File: src/design/critical_path_scheduler_core_assert.svh
// ---------------------------------------------------------------------------
// Critical path scheduler assertion macros
// Shorthand for the concurrent checks at the end of the scheduler core.
// ---------------------------------------------------------------------------
`ifndef CRITICAL_PATH_SCHEDULER_CORE_ASSERT_SVH
`define CRITICAL_PATH_SCHEDULER_CORE_ASSERT_SVH

// Same-cycle implication.
`define CPS_ASSERT_IMP(name, clk, rst_n, ante, cons) \
  name: assert property (@(posedge clk) disable iff (!rst_n) (ante) |-> (cons)) \
    else $error("Scheduler assertion failed.");

// Next-cycle implication.
`define CPS_ASSERT_NXT(name, clk, rst_n, ante, cons) \
  name: assert property (@(posedge clk) disable iff (!rst_n) (ante) |=> (cons)) \
    else $error("Scheduler assertion failed.");

`endif

File: src/design/cps_pkg.sv
// ---------------------------------------------------------------------------
// Critical path scheduler package
// Commands, status codes, the link record, the arithmetic unit controls and
// time saturation shared by the scheduler modules.
// ---------------------------------------------------------------------------
`timescale 1ns / 1ps

package cps_pkg;

  localparam int TIME_W = 24;
  localparam int ACC_W  = 27;
  localparam int DEG_W  = 6;
  localparam int IDX_W  = 6;

  localparam logic signed [ACC_W-1:0]  ACC_TMAX = 27'sd8388607;
  localparam logic signed [ACC_W-1:0]  ACC_TMIN = -27'sd8388608;
  localparam logic signed [TIME_W-1:0] TIME_MAX = 24'sh7FFFFF;
  localparam logic signed [TIME_W-1:0] TIME_MIN = 24'sh800000;

  typedef enum logic [1:0] {
    CMD_CLEAR = 2'd0,
    CMD_TASK  = 2'd1,
    CMD_LINK  = 2'd2,
    CMD_RUN   = 2'd3
  } cmd_e;

  typedef enum logic [2:0] {
    ST_OK     = 3'd0,
    ST_TFULL  = 3'd1,
    ST_LFULL  = 3'd2,
    ST_BADIDX = 3'd3,
    ST_SELF   = 3'd4,
    ST_DUP    = 3'd5,
    ST_CYCLE  = 3'd6,
    ST_DISC   = 3'd7
  } status_e;

  typedef struct packed {
    logic [4:0]  pred;
    logic [4:0]  succ;
    logic [1:0]  kind;
    logic [15:0] lag;
  } link_t;

  typedef struct packed {
    logic       fwd;
    logic [1:0] kind;
    logic       any;
  } alu_ctl_t;

  function automatic logic signed [TIME_W-1:0] sat_time(input logic signed [ACC_W-1:0] v);
    logic signed [TIME_W-1:0] r;
    r = TIME_W'(v);
    if (v > ACC_TMAX) begin
      r = TIME_MAX;
    end else if (v < ACC_TMIN) begin
      r = TIME_MIN;
    end
    return r;
  endfunction

endpackage

File: src/design/cps_alu.sv
// ---------------------------------------------------------------------------
// Critical path scheduler link arithmetic
// Forms the candidate time along one link and compares it with the running
// best value for the forward or the backward pass.
// ---------------------------------------------------------------------------
`timescale 1ns / 1ps

module cps_alu import cps_pkg::*; (
  input  alu_ctl_t                  ctl_i,
  input  logic signed [TIME_W-1:0]  start_i,
  input  logic signed [TIME_W-1:0]  finish_i,
  input  logic        [TIME_W-1:0]  dur_i,
  input  logic        [15:0]        lag_i,
  input  logic signed [ACC_W-1:0]   acc_i,
  output logic signed [ACC_W-1:0]   cand_o,
  output logic                      better_o
);

  logic signed [ACC_W-1:0] base;
  logic signed [ACC_W-1:0] lag_x;
  logic signed [ACC_W-1:0] dur_x;

  always_comb begin
    lag_x = ACC_W'($signed(lag_i));
    dur_x = ACC_W'(dur_i);
    if (ctl_i.fwd) begin
      base   = ctl_i.kind[0] ? ACC_W'(start_i) : ACC_W'(finish_i);
      cand_o = base + lag_x - (ctl_i.kind[1] ? dur_x : '0);
      better_o = cand_o > acc_i;
    end else begin
      base   = ctl_i.kind[1] ? ACC_W'(finish_i) : ACC_W'(start_i);
      cand_o = base - lag_x + (ctl_i.kind[0] ? dur_x : '0);
      better_o = !ctl_i.any || (cand_o < acc_i);
    end
  end

endmodule

File: config.mk
export PLATFORM = sky130hd
export DESIGN_NAME = cps_alu
export DESIGN_NICKNAME = d
export VERILOG_FILES = /design/src/design/critical_path_scheduler_core_assert.svh /design/src/design/cps_pkg.sv /design/src/design/cps_alu.sv
export SDC_FILE = /design/constraint.sdc
export NUM_CORES = 1
export LEC_CHECK = 0
export ABC_AREA = 1
export BUFFER_PORTS_ARGS = -buffer_cell sky130_fd_sc_hd__buf_2
export CORE_MARGIN = 4
export CORE_UTILIZATION = 30
export DETAILED_ROUTE_END_ITERATION = 16
export GPL_ROUTABILITY_DRIVEN = 0
export PLACE_DENSITY = 0.56
export SETUP_SLACK_MARGIN = 0.2
export SYNTH_ARGS = -nofsm -noshare
export SYNTH_HDL_FRONTEND = slang
export SYNTH_SLANG_ARGS = --single-unit
File: constraint.sdc
create_clock -name vclk -period 14.4
set_input_delay 2.16 -clock vclk [all_inputs]
set_output_delay 2.16 -clock vclk [all_outputs]
set_load 0.05 [all_outputs]
==> impl_metrics.csv <==
group,metric,value,unit
hold_path,hp-class,"in -> out",
synthesis,synth_area_leader_cell,"nand2_1",
worst_setup_path,worstPathRequired,12240,ps
final_layout,final_core_util,0.3479,
floorplanning,rows,57,
timing,hold_ws,4779,ps
global_routing,grt.total_usage,0.1850,
final_layout,seq_cells,0,
cts,postCtsSetupBuffers,0,
global_routing,grt_antenna_before_repair,0,
final_layout,final_cell_mix,"nand2_1 (376), inv_1 (312), buf_2 (147)",
worst_setup_path,crit_path_end_kind,"output port",
final_layout,final_nets,1714,
synthesis,syn_nets,1586,
timing,max_freq,108.7,MHz
cts,cts_hold_buf,0,
timing,setup_ws,5203,ps
synthesis,synth_cells,1309,
global_routing,grt_pass1_vias,7953,
synthesis,ys_seq_area_frac,0,
cts,post_cts_resized,0,
worst_setup_path,critical_path.endpoint,"better_o",
worst_setup_path,critPathLaunch,"ctl_i[1]",
synthesis,synth_area_leaders,"nand2_1 (19%), ha_1 (18%), inv_1 (16%), fa_1 (14%), a21oi_1 (6.6%)",
place,hpwlAfterDp,23120,um
timing,finalSetupViolations,0,
routing,viasPerCell,4.715,
routing,routed_wl,25540,um
synthesis,synth_area,0.007350,sq mm
final_layout,diodes,0,
flow_run,drv_cap,0,
global_routing,grt_pass1_wl,40290,um
floorplanning,die-height,164.5,um
synthesis,yosys_warnings,0,
timing,relSlewSlack,0.2523,
routing,num_vias,8293,
synthesis,ys_types,29,
timing,hold_viol_final,0,
floorplanning,die_w,164.5,um
routing,avgRoutedWirePerCell,14.52,um
pwr,p_leak,5.218,nW
final_layout,ff_latch_area,0,sq um
global_routing,grt_max_degree,73,
routing,drc,0,
timing,rsz0062_at_grt,"no",
timing,min_period,9197,ps
routing,antenna_left,0,
floorplanning,initial_core_util,0.3040,
final_layout,n_clock_buffer,0,
timing,worst_pin_slew,1122,ps
routing,firstDrtPassIters,5,
synthesis,synth_top_area_frac,0.1920,
pwr,irDropWorstVdd,0.05084,mV
worst_setup_path,arrival,7040,ps
outcome,status,"completed",
timing,slew_violations,0,
floorplanning,ios,147,
final_layout,layout-drive-gt1-share,0.1080,
floorplanning,dieArea,0.02707,sq mm
worst_setup_path,crit_fanout,72,
global_routing,gr-total-overflow,0,
place,port-buffer-count,147,
worst_setup_path,start_kind,"input pin",
routing,drtIter0Drc,555,
place,dp_slack,5219,ps
worst_setup_path,path_class,"in -> out",
final_layout,layout_commonest_cell,"nand2_1",
floorplanning,coreArea,0.02418,sq mm
timing,tns,0,ps
timing,timing.final.crit_share,0.6387,
synthesis,avgSynthCellArea,5.615,sq um
pwr,power_density,105.0,mW/mm^2
final_layout,area_growth,14.45,%
==> stage by stage <==
stage          cell area [sq um]  std cells  total power (W)
2_1_floorplan               7350       1309        0.0006297
3_3_place_gp                8412       1759        0.0008678
3_5_place_dp                8412       1759        0.0008740
4_1_cts                     8412       1759        0.0008771
5_1_grt                     8412       1759        0.0009890
6_report                    8412       1759        0.0008836
==> cells in the mapped netlist, drive strengths merged <==
library cell,count
nand2,378
inv,312
ha,108
a21oi,97
nor2,91
nand3,75
o21ai,66
fa,50
nand4,25
xor2,24
and2,23
clkbuf,19
nor3,11
a21o,5
o21a,5
o21bai,4
xnor2,4
buf,3
or2,3
nand3b,2
nor2b,2
and3,1
nor4,1
==> power breakdown <==
group | switching [W] | internal, W
Clock | 0 | 0
Sequential | 0 | 0
Combinational | 0.000605 | 0.000279
Total | 0.000605 | 0.000279
==> cell families after synthesis <==
logic type,after synthesis,synth area share
simple gates,612,0.3497
buf+inv,334,0.1711
compound gates,177,0.1258
fa+ha+maj,158,0.3201
xor+xnor,28,0.03337
==> critical path, cell delays in order <==
cell and delay (ps):
buf_2 820, o21ai_0 360, fa_1 550, fa_1 470, nand3b_1 170, nand2_1 200, nand2_1 80, nand2_1 150
nand2_1 70, nand2_1 110, nand2_1 100, nand3_1 80, nand2_1 70, nand2_1 70, inv_1 50, ha_1 340
nand3_1 150, nor3_1 240, nor2b_1 170, nand2_1 80, nand3_1 80, nand3_1 80, nand2_1 90, buf_2 260
==> layer usage <==
layer,up-vias,part of all wire,wire (um),global-route usage
li1,4289,-,-,-
met3,16,0.069,1760,0.01298
met4,0,0.011,290,0.01815
met2,255,0.44,11280,0.3097
met1,3733,0.48,12210,0.2703
met5,-,0,0,0
==> how the worst min path moves through the flow <==
stage | from | endpoint | slack (ps) | depth (start not counted)
floorplan | ctl_i[0] | better_o | 4700 | 3
global placement | ctl_i[0] | better_o | 4800 | 5
detailed placement | ctl_i[0] | better_o | 4800 | 5
CTS | ctl_i[0] | better_o | 4800 | 5
global route | ctl_i[0] | better_o | 4850 | 5
finish | ctl_i[0] | better_o | 4780 | 5
==> layout make-up <==
type,count,area (sq um)
Inverter,312,1171
Timing Repair Buffer,148,743.2
Tap cell,324,405.4
Multi-Input combinational cell,975,6092
Fill cell,2774,15770
(Power assumes the default switching activity.)
